### src/rtl/cbm_pkg.sv
package cbm_pkg;

  typedef enum logic [2:0] {
    REQ_CPU_RD = 3'd0,
    REQ_CPU_WR = 3'd1,
    REQ_PPU_RD = 3'd2,
    REQ_PPU_WR = 3'd3,
    REQ_TICK   = 3'd4,
    REQ_IRQ_CLR = 3'd5
  } req_e;

  typedef enum logic [1:0] {
    S_IDLE = 2'b01,
    S_DIV  = 2'b10
  } state_e;

  // CPU write key: {addr[15:12], addr[4]}
  localparam logic [4:0] KEY_PRG0  = 5'b10000;
  localparam logic [4:0] KEY_PRG1  = 5'b10001;
  localparam logic [4:0] KEY_PRG2  = 5'b10010;
  localparam logic [4:0] KEY_SND   = 5'b10011;
  localparam logic [4:0] KEY_CHR0  = 5'b10100;
  localparam logic [4:0] KEY_CHR7  = 5'b11011;
  localparam logic [4:0] KEY_MIRR  = 5'b11100;
  localparam logic [4:0] KEY_LATCH = 5'b11101;
  localparam logic [4:0] KEY_CTRL  = 5'b11110;
  localparam logic [4:0] KEY_ACK   = 5'b11111;

  localparam logic [0:0] CFG_PRG_COUNT = 1'b0;
  localparam logic [0:0] CFG_CHR_COUNT = 1'b1;

  localparam logic [9:0] DIV_RELOAD    = 10'd341;
  localparam logic [9:0] DIV_STEP      = 10'd3;
  localparam logic [5:0] PRG_COUNT_RST = 6'd32;
  localparam logic [5:0] PRG_LAST_RST  = 6'd62;

endpackage

### src/rtl/cartridge_bank_mapper_with_irq.sv
// A banked read (CPU $8000-$DFFF, PPU pattern access) strobes its result once the 8-step
// shared remainder unit reduces the bank number; other items strobe in the next cycle.
// The unit takes no new item while it works: busy_o is high during the steps and start_i
// is ignored until the block is idle; other items leave the block idle for a new request.
// Reset is asynchronous, active low; control state resets at once, the datapath does not.
// Results are shown for one cycle with result_valid_o; the receiver cannot stall.
module cartridge_bank_mapper_with_irq (
  input  logic        clk_i,
  input  logic        rst_ni,
  input  logic        start_i,
  output logic        busy_o,
  input  logic [2:0]  req_type_i,
  input  logic [15:0] addr_i,
  input  logic [7:0]  wdata_i,
  input  logic        cfg_we_i,
  input  logic [0:0]  cfg_idx_i,
  input  logic [5:0]  cfg_wdata_i,
  output logic        result_valid_o,
  output logic        handled_o,
  output logic [18:0] xlat_addr_o,
  output logic [1:0]  mirror_mode_o,
  output logic        irq_line_o
);
  import cbm_pkg::*;

  state_e      state_q;
  logic [5:0]  prg_cnt_q, chr_cnt_q;
  logic [5:0]  prg_sel_q [3];
  logic [7:0]  chr_sel_q [8];
  logic [1:0]  mirr_q;
  logic        irq_en_q, irq_eaa_q, irq_pend_q;
  logic [7:0]  irq_latch_q, irq_cnt_q;
  logic [9:0]  irq_div_q;

  logic [7:0]  dvd_q;
  logic [8:0]  dvs_q, rem_q;
  logic [2:0]  step_q;
  logic        is_prg_q;
  logic [12:0] off_q;

  logic        done_q, handled_q;
  logic [18:0] mapped_q;

  logic        accept;
  req_e        req;
  logic [4:0]  key;
  logic [2:0]  chr_slot;
  logic [6:0]  prg_total;
  logic [5:0]  prg_fixed;
  logic        cpu_rd_bank, ppu_map, need_div;
  logic [7:0]  dvd_in;
  logic [8:0]  dvs_in;
  logic        imm_handled;
  logic [18:0] imm_mapped;
  logic [9:0]  trial;
  logic [8:0]  rem_nxt;

  assign accept   = start_i && (state_q == S_IDLE);
  assign busy_o   = (state_q == S_DIV);
  assign req      = req_e'(req_type_i);
  assign key      = {addr_i[15:12], addr_i[4]};
  assign chr_slot = 3'(key - KEY_CHR0);

  assign prg_total = (prg_cnt_q == 6'd0) ? 7'd1 : {prg_cnt_q, 1'b0};
  assign prg_fixed = 6'(prg_total - 7'd1);

  assign cpu_rd_bank = (req == REQ_CPU_RD) && addr_i[15] && (addr_i[15:13] != 3'b111);
  assign ppu_map = (addr_i[15:13] == 3'b000) &&
                   ((req == REQ_PPU_RD) || ((req == REQ_PPU_WR) && (chr_cnt_q == 6'd0)));
  assign need_div = cpu_rd_bank || ppu_map;

  always_comb begin
    if (cpu_rd_bank) begin
      dvs_in = {2'b00, prg_total};
      dvd_in = {2'b00, addr_i[14] ? prg_sel_q[2] : (addr_i[13] ? prg_sel_q[1] : prg_sel_q[0])};
    end else begin
      dvs_in = (chr_cnt_q == 6'd0) ? 9'd8 : {chr_cnt_q, 3'b000};
      dvd_in = chr_sel_q[addr_i[12:10]];
    end
  end

  // results that need no bank reduction
  always_comb begin
    imm_handled = 1'b0;
    imm_mapped  = '0;
    case (req)
      REQ_CPU_RD: begin
        if (addr_i[15]) begin
          imm_handled = 1'b1;
          imm_mapped  = {prg_fixed, addr_i[12:0]};
        end
      end
      REQ_CPU_WR: imm_handled = addr_i[15];
      default: ;
    endcase
  end

  // one restoring remainder step
  assign trial   = {rem_q, dvd_q[7]};
  assign rem_nxt = (trial >= {1'b0, dvs_q}) ? 9'(trial - {1'b0, dvs_q}) : trial[8:0];

  always_ff @(posedge clk_i or negedge rst_ni) begin
    if (!rst_ni) begin
      state_q    <= S_IDLE;
      done_q     <= 1'b0;
      step_q     <= '0;
      prg_cnt_q  <= PRG_COUNT_RST;
      chr_cnt_q  <= '0;
      prg_sel_q[0] <= 6'd0;
      prg_sel_q[1] <= 6'd1;
      prg_sel_q[2] <= PRG_LAST_RST;
      for (int i = 0; i < 8; i++) begin
        chr_sel_q[i] <= 8'(i);
      end
      mirr_q      <= '0;
      irq_en_q    <= 1'b0;
      irq_eaa_q   <= 1'b0;
      irq_pend_q  <= 1'b0;
      irq_latch_q <= '0;
      irq_cnt_q   <= '0;
      irq_div_q   <= DIV_RELOAD;
    end else begin
      done_q <= 1'b0;

      if (cfg_we_i) begin
        if (cfg_idx_i == CFG_PRG_COUNT) begin
          prg_cnt_q <= cfg_wdata_i;
        end else begin
          chr_cnt_q <= cfg_wdata_i;
        end
      end

      unique case (state_q)
        S_IDLE: begin
          if (accept) begin
            if (need_div) begin
              state_q <= S_DIV;
              step_q  <= 3'd7;
            end else begin
              done_q <= 1'b1;
            end
            case (req)
              REQ_CPU_WR: begin
                if (addr_i[15]) begin
                  unique case (key) inside
                    KEY_PRG0:  prg_sel_q[0] <= wdata_i[5:0];
                    KEY_PRG1:  prg_sel_q[1] <= wdata_i[5:0];
                    KEY_PRG2:  prg_sel_q[2] <= wdata_i[5:0];
                    KEY_SND:   ;
                    [KEY_CHR0:KEY_CHR7]: chr_sel_q[chr_slot] <= wdata_i;
                    KEY_MIRR:  mirr_q <= wdata_i[1:0];
                    KEY_LATCH: irq_latch_q <= wdata_i;
                    KEY_CTRL: begin
                      irq_en_q   <= wdata_i[1];
                      irq_eaa_q  <= wdata_i[0];
                      irq_pend_q <= 1'b0;
                      if (wdata_i[1]) begin
                        irq_cnt_q <= irq_latch_q;
                        irq_div_q <= DIV_RELOAD;
                      end
                    end
                    KEY_ACK: begin
                      irq_pend_q <= 1'b0;
                      irq_en_q   <= irq_eaa_q;
                    end
                    default: ;
                  endcase
                end
              end
              REQ_TICK: begin
                if (irq_en_q) begin
                  if (irq_div_q <= DIV_STEP) begin
                    irq_div_q <= irq_div_q + DIV_RELOAD - DIV_STEP;
                    if (irq_cnt_q == 8'hFF) begin
                      irq_cnt_q  <= irq_latch_q;
                      irq_pend_q <= 1'b1;
                    end else begin
                      irq_cnt_q <= irq_cnt_q + 8'd1;
                    end
                  end else begin
                    irq_div_q <= irq_div_q - DIV_STEP;
                  end
                end
              end
              REQ_IRQ_CLR: irq_pend_q <= 1'b0;
              default: ;
            endcase
          end
        end
        S_DIV: begin
          step_q <= step_q - 3'd1;
          if (step_q == 3'd0) begin
            state_q <= S_IDLE;
            done_q  <= 1'b1;
          end
        end
        default: state_q <= S_IDLE;
      endcase
    end
  end

  // datapath: divider operands and result registers
  always_ff @(posedge clk_i) begin
    if (accept) begin
      dvd_q     <= dvd_in;
      dvs_q     <= dvs_in;
      rem_q     <= '0;
      is_prg_q  <= cpu_rd_bank;
      off_q     <= addr_i[12:0];
      handled_q <= imm_handled;
      mapped_q  <= imm_mapped;
    end else if (state_q == S_DIV) begin
      dvd_q <= {dvd_q[6:0], 1'b0};
      rem_q <= rem_nxt;
      if (step_q == 3'd0) begin
        handled_q <= 1'b1;
        mapped_q  <= is_prg_q ? {rem_nxt[5:0], off_q} : {rem_nxt, off_q[9:0]};
      end
    end
  end

  assign result_valid_o = done_q;
  assign handled_o      = handled_q;
  assign xlat_addr_o    = mapped_q;
  assign mirror_mode_o  = mirr_q;
  assign irq_line_o     = irq_pend_q;

  a_unhandled_zero: assert property (@(posedge clk_i) disable iff (!rst_ni)
    (result_valid_o && !handled_o) |-> (xlat_addr_o == '0))
    else $error("unhandled item carries a nonzero address");

  a_div_busy: assert property (@(posedge clk_i) disable iff (!rst_ni)
    (accept && need_div) |=> (busy_o && !result_valid_o))
    else $error("banked read did not enter the remainder steps");

  a_div_done: assert property (@(posedge clk_i) disable iff (!rst_ni)
    (busy_o && (step_q == 3'd0)) |=> (result_valid_o && handled_o && !busy_o))
    else $error("last remainder step did not deliver a result");

  a_imm_done: assert property (@(posedge clk_i) disable iff (!rst_ni)
    (accept && !need_div) |=> (result_valid_o && !busy_o))
    else $error("direct item did not deliver next cycle");

  a_clr: assert property (@(posedge clk_i) disable iff (!rst_ni)
    (accept && (req == REQ_IRQ_CLR)) |=> !irq_line_o)
    else $error("interrupt clear left pending set");

endmodule
### config.mk
export PLATFORM = sky130hd
export DESIGN_NAME = cartridge_bank_mapper_with_irq
export DESIGN_NICKNAME = d
export VERILOG_FILES = /design/src/rtl/cbm_pkg.sv /design/src/rtl/cartridge_bank_mapper_with_irq.sv
export SDC_FILE = /design/constraint.sdc
export NUM_CORES = 1
export LEC_CHECK = 0
export ABC_AREA = 1
export BUFFER_PORTS_ARGS = -buffer_cell sky130_fd_sc_hd__buf_4
export CAP_MARGIN = 20
export CORE_MARGIN = 5
export CORE_UTILIZATION = 45
export DETAILED_ROUTE_END_ITERATION = 16
export HOLD_SLACK_MARGIN = 0.08
export PLACE_DENSITY = 0.64
export SLEW_MARGIN = 5
export SYNTH_ARGS = -nofsm -noshare
export SYNTH_HDL_FRONTEND = slang
export SYNTH_SLANG_ARGS = --single-unit
### constraint.sdc
create_clock -name clk_i -period 2.55 [get_ports clk_i]
set_input_delay 0.765 -clock clk_i [delete_from_list [all_inputs] [get_ports clk_i]]
set_output_delay 0.765 -clock clk_i [all_outputs]
set_load 0.01 [all_outputs]
Word level (Yosys, flattened, before mapping) --
Cells that the tools add are included.
Storage, ports and cells: register bits after elaboration 191, bits of input ports 38
Cells by class: add/subtract/negate cells 8, $lt $le $gt $ge 7, equality and inequality tests 26, multiplexer cells 57, bitwise logic cells 3, reductions and logical operators 38
Operators by type and width (number):
- 19-bit two-way mux | 6
- 8-bit two-way mux | 12
- 64-bit bitwise mux | 1
- 10-bit two-way mux | 5
- 5-bit AND reduction | 8
- 5-bit equality test (second input constant) | 7
- 8-bit binary-select mux with 3-bit select | 1
- 8-bit demux with 3-bit select | 1
- 7-bit two-way mux | 3
- 10-bit one-hot mux with 2 select lines | 1
- 10-bit by 2-bit subtractor with 10-bit output (second input constant) | 2
- 2-bit != test (second input constant) | 9
- 8-bit one-hot mux with 2 select lines | 1
- 8-bit AND reduction | 2
- 6-bit logical NOT | 2
- 1-bit two-way mux | 12
- 6-bit two-way mux | 2
- 10-bit by 9-bit adder with 10-bit output (second input constant) | 1
- 10-bit by 9-bit >= comparator with 1-bit output | 1
- 10-bit by 2-bit <= comparator with 1-bit output (second input constant) | 1
- 2-bit nonzero test | 5
- 3-bit logical NOT | 3
- 9-bit two-way mux | 1
- 9-bit subtractor | 1
- 31 further kinds | 51

Logic depth before layout (Yosys ltp) --
Gate-level depths: netlist of the first run.
depth in word-level cells 8, mapped depth 14, depth with buffers taken out 14

Least setup slack after synthesis of the first run --
No wires, ideal clock.
path kind input port to flip-flop, start in start_i, end reg dvd_q[1], data pin, setup time 0.154 ns, arrival 2.102 ns, path slack 0.294 ns, cell stages on the path 5, cells stage by stage nand2_1 -> inv_2 -> clkbuf_1 -> o21ai_0 -> o21ai_0
On the way: word-level cells in the longest chain between the ends 2
RTL lines:
- from (decl) | RTL line cartridge_bank_mapper_with_irq.sv:10 | input logic start_i,
- 1-bit logical AND | RTL line cartridge_bank_mapper_with_irq.sv:58 | assign accept = start_i && (state_q == S_IDLE);
- named net accept | RTL line cartridge_bank_mapper_with_irq.sv:44 | logic accept;
- 8-bit two-way mux | RTL line cartridge_bank_mapper_with_irq.sv:204 | if (accept) begin
- to (signal assigned) | RTL line cartridge_bank_mapper_with_irq.sv:205 | dvd_q <= dvd_in;
- to (signal assigned) | RTL line cartridge_bank_mapper_with_irq.sv:213 | dvd_q <= {dvd_q[6:0], 1'b0};
- to (decl) | RTL line cartridge_bank_mapper_with_irq.sv:35 | logic [7:0] dvd_q;
The timed path passes the listed nets, and every way through them passes these cells. A chain may end at the register's enable or synchronous reset.

Worst setup path after layout of the first run --
start reg dvd_q[7], end reg mapped_q[12] (netlist: xlat_addr_o[12]), data pin
On the way: word-level cells in the longest chain between the ends 6, elaborated cells between the ends (all ways) 7, classes of those cells 1 x add/sub; 1 x order compare; 5 x mux
RTL lines:
- 9-bit subtractor / 10-bit by 9-bit >= comparator with 1-bit output (equally long branches) | RTL line cartridge_bank_mapper_with_irq.sv:100 | assign rem_nxt = (trial >= {1'b0, dvs_q}) ? 9'(trial - {1'b0, dvs_q}) : trial[8:0];
- 9-bit two-way mux (*) | RTL line cartridge_bank_mapper_with_irq.sv:100
- 19-bit two-way mux (*) | RTL line cartridge_bank_mapper_with_irq.sv:217 | mapped_q <= is_prg_q ? {rem_nxt[5:0], off_q} : {rem_nxt, off_q[9:0]};
- 19-bit two-way mux (*) | RTL line cartridge_bank_mapper_with_irq.sv:215 | if (step_q == 3'd0) begin
- 19-bit two-way mux (*) | RTL line cartridge_bank_mapper_with_irq.sv:212 | end else if (state_q == S_DIV) begin
- 19-bit two-way mux (*) | RTL line cartridge_bank_mapper_with_irq.sv:204
- to (signal assigned) | RTL line cartridge_bank_mapper_with_irq.sv:211 | mapped_q <= imm_mapped;
- to (signal assigned) | RTL line cartridge_bank_mapper_with_irq.sv:217
- to (decl) | RTL line cartridge_bank_mapper_with_irq.sv:42 | logic [18:0] mapped_q;
Every way passes the cells marked *; elsewhere a longest branch is shown, timed or not. The select of a mux whose other input is x is not followed.

==> results of run 1 <==
flip-flops by register name (all words and copies together), names as in the netlist, 2 cells and up:
register and count:
chr_sel_q 64, xlat_addr_o 19, prg_sel_q 18, off_q 13, irq_div_q 10, dvs_q 9, rem_q 9, dvd_q 8
irq_cnt_q 8, irq_latch_q 8, chr_cnt_q 6, prg_cnt_q 6, step_q 3, mirror_mode_o 2, state_q 2
placed cells by master (no fill, tap or decap), types with 2 or more instances in the layout:
master and instances:
nand4_1 10, o211ai_1 2, clkbuf_16 17, inv_1 140, o21ai_0 138, inv_6 5
a21oi_1 43, clkinv_1 5, edfxtp_1 51, a31oi_1 10, ha_1 17, nand2_2 2
o31ai_1 3, nor2_2 5, inv_8 2, xor2_1 5, o21ai_1 32, o22ai_1 7
nand3_1 74, nand3_4 2, buf_4 90, a22o_1 9, nand4_4 5, dfrtp_1 106
nand3b_1 2, nor3_1 7, xnor2_1 3, inv_2 4, nor2_1 83, dfstp_2 25
nand2_1 283, dfxtp_1 9, o221ai_1 4
layer usage:
layer	GRT usage	share of wire
met1	0.257	0.46
met5	0	0
met3	0.0363	0.041
met4	0.0500	0.013
met2	0.326	0.48
report_power, final:
part	leakage, nW	total (mW)	internal (mW)	switching (mW)
Combinational	2.69	2.77	1.03	1.73
Clock	0.273	2.58	1.36	1.22
Sequential	2.17	4.23	3.89	0.335
Total	5.13	9.58	6.29	3.29
final cells by class:
cell class,count,area (um^2),area share
well taps,275,344,0.0314
multi-input cells,758,3790,0.346
repair buffers,91,696,0.0635
inverters,145,544,0.0497
flip-flops and latches,191,5020,0.458
clock inverters,15,133,0.0121
clock buffers,17,425,0.0388
worst min path at each step:
stage	startpoint	to	slack, ns	depth (start not counted)
floorplan	chr_sel_q[40]$_DFFE_PN0P_	chr_sel_q[40]$_DFFE_PN0P_	0.45	2
global route	rst_ni	irq_cnt_q[3]$_DFFE_PN0P_	0.26	1
detailed placement	state_q[0]$_DFFE_PN1P_	state_q[0]$_DFFE_PN1P_	0.47	2
global placement	chr_sel_q[16]$_DFFE_PN1P_	chr_sel_q[16]$_DFFE_PN1P_	0.46	2
CTS	rst_ni	irq_cnt_q[3]$_DFFE_PN0P_	0.25	1
finish	rst_ni	irq_cnt_q[3]$_DFFE_PN0P_	0.24	1
critical path, delay by kind of cell, from the launching register on:
kind                     cells  cell delay [ns]
AO/OA/AOI/OAI                1             0.09
adder cells (fa/ha/maj)      2             0.54
buffers and inverters        2             0.15
flip-flops                   1             0.39
AND/OR/NAND/NOR              9             0.88
stage by stage:
stage / total power [mW] / setup slack, ns / instances
after floorplan: 6.15 / 0.294 / 1135
after global placement: 7.00 / 0.134 / 1460
after detailed placement: 7.05 / 0.129 / 1460
after CTS: 9.64 / 0.246 / 1492
after global routing: 10.3 / 0.00883 / 1492
final: 9.58 / 0.244 / 1492
logic make-up (layout without fill, tap and decap cells):
logic type / count (synthesis) / after routing / synth area share
XOR/XNOR: 8 / 8 / 0.00734
multiplexers: 1 / 1 / 0.00105
buffers and inverters: 186 / 268 / 0.0767
AND/OR/NAND/NOR: 480 / 480 / 0.223
AO/OA/AOI/OAI: 251 / 251 / 0.141
flip-flops: 191 / 191 / 0.526
adder cells (fa/ha/maj): 18 / 18 / 0.0244
==> results by group, run 1 <==
Outcome
  – Outcome: finished clean

Clock network
  – Number of gates resized after CTS: 0
  – CTS Buf Count: 17
  – Post-CTS Setup Inserts: 0
  – # hold bufs at CTS: 0
  – Max Root-Sink Buffers: 2
  – Root Buffer: clkbuf_16
  – CTS HTree Levels: 4
  – Clock tree sinks: roughly 190
  – TritonCTS clock tree: built
  – CTS clk-pin slew, worst paths: ~0.070 ns
  – Worst skew pair latency: about 0.43 ns

STA
  – Highest clock rate: 434 MHz
  – Worst hold slack: between 0.2 and 0.25 ns
  – Unrepaired setup endpoints after global routing: no
  – Slew @ Worst Pin: approximately 0.51 ns
  – Tcrit/Tclk final: 0.904
  – Fin Setup TNS: 0 ns
  – Fin. Hold Viols: 0
  – Min Tclk post-route: 2.31 ns
  – Final setup fails: 0
  – Worst slew margin: 0.660
  – Slew Viols, Final: 0
  – Worst Skew: 0.0127 ns

Worst setup path
  – Worst flop-to-flop path startpoint: dvd_q[7]$_DFFE_PP_
  – Critical Path RT: around 2.7 ns
  – Critical Path End: xlat_addr_o[12]$_DFFE_PP_
  – Crit Path Category: reg -> reg
  – R2R setup slack: about 0.24 ns
  – Cells on worst reg2reg path: 14
  – CP max stage cell: fa_1
  – Cell chain of the critical path: inv_1, ha_1, inv_1, fa_1, nand2_1, nand2_1, nand3_1, nand2_1, nand2_1, nand2_2, nand2_1, nand2_1, nor2_1, o21ai_0
  – Kind of end point of the critical path: flip-flop
  – Critical Path Source: dvd_q[7]$_DFFE_PP_
  – Worst path max stage delay: roughly 0.40 ns
  – Worst reg2reg path endpoint: xlat_addr_o[12]$_DFFE_PP_
  – Worst Setup Start Kind: flip-flop
  – Critical Path AT: between 2 and 2.5 ns
  – Worst-path maximum fanout: 9
  – Most frequent CP cell: nand2_1

Cells and area
  – Final instance area: about 11000 um^2
  – Antenna cell count: 0
  – Util after Layout: 0.523
  – Nets: roughly 1300
  – # fillers: approximately 2000
  – Layout area overhead: 14.8%
  – Layout cell share with drive strength beyond 1: 0.139

Power
  – Pwr Density: 875 nW/um^2
  – Lkg Pwr: 5.13 nW
  – VDD IR-drop max: 501 uV

Placed design
  – Placer Congestion: approximately 0.91
  – Placed Area: 10400 um^2
  – IO Port Bufs: 62
  – DP HPWL: between 15000 and 20000 um

Floorplan
  – Die Area: around 24000 um^2
  – # rows: 53
  – Die X-Extent: approximately 160 um
  – Initial core utilization: 0.455
  – Core ar.: approximately 21000 um^2
  – Chip height: around 160 um
  – I/O pins: 63

Routing
  – Drt wl/cell: between 15 and 20 um
  – Via count: 7684
  – Antenna-violating nets left: 0
  – Drt first pass iters: 5
  – Final WL: between 20000 and 25000 um
  – Drt drc: 0
  – Vias per cell: between 5 and 6
  – DRT iter0 DRCs: 414

Logic synthesis
  – Yosys reg bits: ~190
  – Cell area after synthesis: approximately 9500 um^2
  – Post-synth top cells: 283 x nand2_1, 140 x inv_1, 138 x o21ai_0, 106 x dfrtp_1, 83 x nor2_1
  – Post-synth net total: between 1000 and 1500
  – Largest cells by area after synthesis: dfrtp_1 28%, edfxtp_1 16%, nand2_1 11%
  – Area leader, netlist: dfrtp_1
  – Top-count cell post-synth: nand2_1
  – Fraction of registers with async set/reset: 0.686
  – Post-synth top area share: 0.278
  – Synth warn: 0
  – Synth Flop Type: dfrtp_1
  – Post-synth cell types: 46
  – Post-synth EDFFs: about 50
  – Seq/Total Area, Yosys: 0.526
  – Syn Area/Cell: between 8 and 9 um^2
  – Post-Synthesis Cells: between 1000 and 1500

Global routing
  – Vias in the first global route: roughly 7500
  – Antenna violations before repair: 0
  – Gr usage total: 0.193
  – First-pass GRT wire length: ~38000 um
  – Grt ovf: 0
  – Largest net degree at the start of global routing: between 40 and 50

Hold path
  – Worst Hold Class: in -> async

Flow run
  – Max Cap Viol: 0
No activity file was read; power rests on OpenSTA's default activity.
==> run 2, diff against run 1 <==
--- a/config.mk
+++ b/config.mk
@@ -8,7 +8,7 @@
 export ABC_AREA = 1
 export BUFFER_PORTS_ARGS = -buffer_cell sky130_fd_sc_hd__buf_4
 export CAP_MARGIN = 20
-export CORE_MARGIN = 5
+export CORE_MARGIN = 2
 export CORE_UTILIZATION = 45
 export DETAILED_ROUTE_END_ITERATION = 16
 export HOLD_SLACK_MARGIN = 0.08
==> constraint.sdc (replaced) <==
create_clock -name clk_i -period 2.55 [get_ports clk_i]
set_input_delay 0.765 -clock clk_i [delete_from_list [all_inputs] [get_ports clk_i]]
set_output_delay 0.765 -clock clk_i [all_outputs]
set_load 0.02 [all_outputs]
==> results by group, run 2 (synthesis results as in run 1) <==
Outcome
  – Outcome: finished clean

Global routing
  – Grt ovf: 0
  – Met2 usage: 0.357
  – Met3 usage: 0.0277
  – Antenna violations before repair: 0
  – Met1 usage: 0.293
  – First-pass GRT wire length: 37800 um
  – Vias in the first global route: roughly 7400
  – Gr usage total: 0.214
  – Largest net degree at the start of global routing: 43
  – Gr busiest metal: met2

Clock network
  – CTS clk-pin slew, worst paths: roughly 0.080 ns
  – CTS HTree Levels: 4
  – Root Buffer: clkbuf_16
  – Clock tree sinks: roughly 190
  – # hold bufs at CTS: 0
  – Worst skew pair latency: around 0.43 ns
  – Max Root-Sink Buffers: 2
  – CTS Buf Count: 17
  – TritonCTS clock tree: built

Flow run
  – Max Cap Viol: 0

Placed design
  – DP HPWL: approximately 16000 um
  – IO Port Bufs: 62
  – Placed Area: 10400 um^2
  – Placer Congestion: around 0.86
  – Dpl cells: 1462

Routing
  – Drt drc: 0
  – Drt first pass iters: 5
  – DRT iter0 DRCs: 512
  – Via count: approximately 7700
  – Final WL: 22600 um
  – Antenna-violating nets left: 0
  – Drt wl/cell: 15.2 um
  – Vias per cell: between 5 and 6

Floorplan
  – Die Area: roughly 22000 um^2
  – I/O pins: between 60 and 70
  – Chip height: about 150 um
  – Core ar.: 20900 um^2
  – Die X-Extent: about 150 um
  – # rows: between 50 and 60
  – Initial core utilization: 0.457

STA
  – Worst slew margin: 0.597
  – Fin. Hold Viols: 0
  – Fin Setup TNS: 0 ns
  – Tcrit/Tclk final: 0.898
  – Slew Viols, Final: 0
  – Worst hold slack: 0.337 ns
  – Highest clock rate: between 400 and 500 MHz
  – Min Tclk post-route: between 2 and 2.5 ns
  – Worst Skew: approximately 0.011 ns
  – Slew @ Worst Pin: approximately 0.60 ns
  – Final setup fails: 0
  – Unrepaired setup endpoints after global routing: no

Power
  – VDD IR-drop max: 430 uV
  – Clock Power Share: 0.267
  – Pwr Density: 881 nW/um^2
  – Internal cell power: 6.24 mW
  – Sw power: between 3 and 4 mW
  – Power Total: ~9.7 mW
  – Sequential share of power: 0.437
  – Power share of the combinational group: 0.295
  – Sw frac: 0.356
  – Lkg Pwr: around 5.2 nW

Worst setup path
  – Critical Path AT: 2.47 ns
  – Critical Path RT: 2.73 ns
  – Kind of end point of the critical path: flip-flop
  – Crit Path Category: reg -> reg
  – Worst Setup Start Kind: flip-flop
  – Worst-path maximum fanout: 9

Cells and area
  – Max FFs per register: 64
  – # fillers: approximately 2000
  – Commonest cells after routing, fill and taps aside: 283 x nand2_1, 140 x inv_1, 138 x o21ai_0
  – Non-Filler Instances: ~1500
  – Commonest non-fill, non-tap cell in the layout: nand2_1
  – Antenna cell count: 0
  – Top reg by flops: chr_sel_q
  – Final instance area: 11000 um^2
  – Layout area overhead: 15.2%
  – Nets: 1262
  – Layout cell share with drive strength beyond 1: 0.144

Hold path
  – Worst Hold Class: in -> async
-- run 2: worst paths after layout --
check / slack (ns) / end / cells past startpoint / from
min: 0.34 / prg_sel_q[12]$_DFFE_PN0P_ / 1 / rst_ni
max reg2reg: 0.26 / xlat_addr_o[18]$_DFFE_PP_ / 14 / dvd_q[7]$_DFFE_PP_
max: 0.26 / xlat_addr_o[18]$_DFFE_PP_ / 14 / dvd_q[7]$_DFFE_PP_
min in group clk_i: 0.47 / chr_sel_q[16]$_DFFE_PN1P_ / 2 / chr_sel_q[16]$_DFFE_PN1P_
max in group asynchronous: 1.52 / chr_sel_q[2]$_DFFE_PN1P_ / 2 / rst_ni
min reg2reg: 0.47 / chr_sel_q[16]$_DFFE_PN1P_ / 2 / chr_sel_q[16]$_DFFE_PN1P_
-- run 2: final cells by class --
cell class	instances	area [um^2]	share of cell area
inverters	145	544	0.0495
repair buffers	93	723	0.0658
clock inverters	15	140	0.0128
well taps	275	344	0.0313
flip-flops and latches	191	5020	0.457
multi-input cells	758	3790	0.345
clock buffers	17	425	0.0387
-- run 2: through the flow --
step,worst slack (ns),utilization
6_report,0.259,0.526
5_1_grt,0.0340,0.526
3_3_place_gp,0.166,0.499
3_5_place_dp,0.162,0.499
4_1_cts,0.239,0.526
2_1_floorplan,0.294,-
-- run 2: worst max-delay path, cell delays in order, from the launching register on --
cell and delay (ns):
edfxtp_1 0.38, inv_1 0.08, ha_1 0.14, inv_1 0.07
fa_1 0.41, nand2_1 0.07, nand2_1 0.08, nand3_1 0.10
nand2_1 0.07, nand2_1 0.09, nand2_2 0.12, nand2_1 0.15
nand3_1 0.08, nand3_1 0.13, nand2_1 0.07
-- run 2: what timing repair did --
| action | in CTS | in global routing |
|---|---|---|
| endpoints found under the setup margin | 0 | 1 |
| setup buffers | 0 | 0 |
| gates resized for setup | 0 | 1 |
-- run 2: power groups by stage --
| stage | clock network [mW] | registers (mW) | logic [mW] |
|---|---|---|---|
| 5_1_grt | 2.77 | 4.31 | 3.30 |
| 3_5_place_dp | 0 | 4.29 | 2.87 |
| 3_3_place_gp | 0 | 4.28 | 2.82 |
| 4_1_cts | 2.62 | 4.24 | 2.88 |
| 2_1_floorplan | 0 | 4.33 | 1.91 |
| 6_report | 2.59 | 4.24 | 2.86 |
-- run 2: routing by layer --
metal  share of wire  up-vias
met5               0        -
met4           0.017        0
met1            0.47     3587
met2            0.48      160
li1                -     3883
met3           0.037       27
==> run 3, diff against run 2 <==
--- a/config.mk
+++ b/config.mk
@@ -5,7 +5,6 @@
 export SDC_FILE = /design/constraint.sdc
 export NUM_CORES = 1
 export LEC_CHECK = 0
-export ABC_AREA = 1
 export BUFFER_PORTS_ARGS = -buffer_cell sky130_fd_sc_hd__buf_4
 export CAP_MARGIN = 20
 export CORE_MARGIN = 2
@@ -13,6 +12,7 @@
 export DETAILED_ROUTE_END_ITERATION = 16
 export HOLD_SLACK_MARGIN = 0.08
 export PLACE_DENSITY = 0.64
+export SKIP_CTS_REPAIR_TIMING = 1
 export SLEW_MARGIN = 5
 export SYNTH_ARGS = -nofsm -noshare
 export SYNTH_HDL_FRONTEND = slang
==> results by group, run 3 <==
Outcome
  – Outcome: finished clean

Worst setup path
  – Kind of end point of the critical path: flip-flop
  – Worst-path maximum fanout: 3
  – Critical Path RT: ~2.7 ns
  – CP max stage cell: edfxtp_1
  – Critical Path Source: dvd_q[7]$_DFFE_PP_
  – Cell chain of the critical path: inv_2, ha_4, inv_2, fa_2, a21o_1, o211ai_1, o211a_1, buf_4, mux2i_4, o21ai_0, a22o_1
  – Worst path bufs/invs: 3
  – Worst path max stage delay: roughly 0.37 ns
  – Critical Path AT: ~2.7 ns
  – CP delay by family, top: compound AO/OA/AOI/OAI gates
  – Worst Setup Start Kind: flip-flop
  – Worst flop-to-flop path startpoint: dvd_q[7]$_DFFE_PP_
  – Most frequent CP cell: inv_2
  – Crit Path Category: reg -> reg

Flow run
  – Max Cap Viol: 0

Cells and area
  – Layout cell share with drive strength beyond 1: 0.357
  – Layout area overhead: 18.2%
  – Final instance area: about 11000 um^2
  – Max FFs per register: between 60 and 70
  – Nets: a little over 900
  – Commonest cells after routing, fill and taps aside: 110 x mux2_2, 106 x dfrtp_1, 102 x buf_4
  – Antenna cell count: 0
  – Top reg by flops: chr_sel_q
  – # fillers: 1719
  – Commonest non-fill, non-tap cell in the layout: mux2_2

Clock network
  – CTS clk-pin slew, worst paths: 0.07 ns
  – TritonCTS clock tree: built
  – Root Buffer: clkbuf_16
  – Worst skew pair latency: about 0.43 ns
  – Max Root-Sink Buffers: 2
  – Clock tree sinks: around 190
  – CTS Buf Count: 17
  – CTS HTree Levels: 4

Logic synthesis
  – Post-synth cell types: 60
  – Post-synth EDFFs: between 50 and 60
  – Post-synth net total: slightly above 800
  – Largest cells by area after synthesis: dfrtp_1 29%, edfxtp_1 17%, mux2_2 14%
  – Cell area after synthesis: between 9000 and 10000 um^2
  – Top-count cell post-synth: mux2_2
  – Synth Flop Type: dfrtp_1
  – Post-synth top area share: 0.287
  – Fraction of registers with async set/reset: 0.686
  – Seq/Total Area, Yosys: 0.543
  – Yosys reg bits: ~190
  – Area leader, netlist: dfrtp_1
  – Post-synth top cells: 111 x mux2_2, 106 x dfrtp_1, 75 x nand2_1, 51 x edfxtp_1, 50 x o21ai_0
  – Synth warn: 0
  – Post-Synthesis Cells: between 700 and 800
  – Syn Area/Cell: 12.0 um^2

Routing
  – Drt wl/cell: 18.1 um
  – DRT iter0 DRCs: between 200 and 300
  – Final WL: 20800 um
  – Antenna-violating nets left: 0
  – Drt first pass iters: 5
  – Drt drc: 0
  – Vias per cell: about 5.5
  – Via count: 6319

STA
  – Final worst slack: 0.00430 ns
  – Unrepaired setup endpoints after global routing: yes
  – Fin. Hold Viols: 0
  – Worst Skew: 0.00779 ns
  – Tcrit/Tclk final: 0.998
  – Slew Viols, Final: 0
  – Highest clock rate: around 390 MHz
  – Worst hold slack: around 0.24 ns
  – Min Tclk post-route: between 2 and 3 ns
  – Slew @ Worst Pin: about 0.52 ns
  – Worst slew margin: 0.654
  – Final setup fails: 0

Global routing
  – Vias in the first global route: 6462
  – Grt ovf: 0
  – Largest net degree at the start of global routing: 56
  – First-pass GRT wire length: 34000 um
  – Gr usage total: 0.200
  – Antenna violations before repair: 0

Placed design
  – IO Port Bufs: between 60 and 70
  – Placer Congestion: roughly 0.86
  – DP HPWL: about 15000 um
  – DP Worst Slack: -0.0991 ns
  – Placed Area: a little over 10000 um^2

Hold path
  – Worst Hold Class: in -> async

Power
  – Lkg Pwr: 4.89 nW
  – Power Total: about 9.4 mW
  – Pwr Density: between 800 and 900 nW/um^2
  – VDD IR-drop max: a little under 500 uV

Floorplan
  – Die Area: around 22000 um^2
  – Initial core utilization: 0.457
  – # rows: 52
  – I/O pins: between 60 and 70
  – Core ar.: between 20000 and 25000 um^2
  – Chip height: approximately 150 um
  – Die X-Extent: around 150 um
==> run 3: path summary, 6_finish.rpt <==
check / endpoint / slack (ns) / cells past startpoint
worst max-delay path: xlat_addr_o[11]$_DFFE_PP_ / 0.004 / 11
worst min-delay path: irq_latch_q[0]$_DFFE_PN0P_ / 0.24 / 1
worst max register to register: xlat_addr_o[11]$_DFFE_PP_ / 0.004 / 11
worst min register to register: irq_div_q[5]$_DFFE_PN0P_ / 0.50 / 1
max in group asynchronous: prg_cnt_q[5]$_DFFE_PN1P_ / 1.65 / 2
min in group clk_i: irq_div_q[5]$_DFFE_PN0P_ / 0.50 / 1
==> run 3: logic make-up after synthesis <==
logic type	count (synthesis)	share of synthesized area
AO/OA/AOI/OAI	151	0.0985
XOR/XNOR	5	0.00474
adder cells (fa/ha/maj)	18	0.0252
buffers and inverters	59	0.0258
flip-flops	191	0.543
multiplexers	150	0.199
AND/OR/NAND/NOR	199	0.104
==> run 3: cell type report <==
type                            instances  area (um^2)  area share
Clock buffer                           18          429      0.0393
Clock inverter                         14          129      0.0118
Inverter                               22         82.6     0.00755
Multi-Input combinational cell        523         4070       0.372
Sequential cell                       191         5020       0.459
Tap cell                              270          338      0.0309
Timing Repair Buffer                  108          868      0.0794
==> run 3: power by group <==
part / leakage, nW / switching (mW) / total [mW] / internal, mW
Clock: 0.278 / 1.19 / 2.56 / 1.37
Combinational: 2.36 / 1.56 / 2.81 / 1.25
Sequential: 2.25 / 0.254 / 4.00 / 3.74
Total: 4.89 / 3.01 / 9.36 / 6.36
==> run 3: worst register-to-register path, delay by kind of cell, from the launching register on <==
| family | cells | cell delay [ns] |
|---|---|---|
| buf+inv | 3 | 0.28 |
| mux | 1 | 0.27 |
| fa+ha+maj | 2 | 0.48 |
| flops | 1 | 0.37 |
| compound gates | 5 | 0.89 |
==> run 3: layer usage <==
metal | global-route usage | vias up | wire length, um
met4 | 0.0495 | 0 | 253
met1 | 0.269 | 3165 | 9440
li1 | - | 2994 | -
met5 | 0 | - | 0
met3 | 0.0425 | 15 | 851
met2 | 0.334 | 145 | 10200
==> run 3: stage by stage <==
stage	instances	setup TNS, ns	util
after global placement	1112	-0.170	0.508
final	1146	0	0.540
after floorplan	773	0	-
after CTS	1144	-0.586	0.535
after global routing	1146	-0.367	0.540
after detailed placement	1112	-0.420	0.508
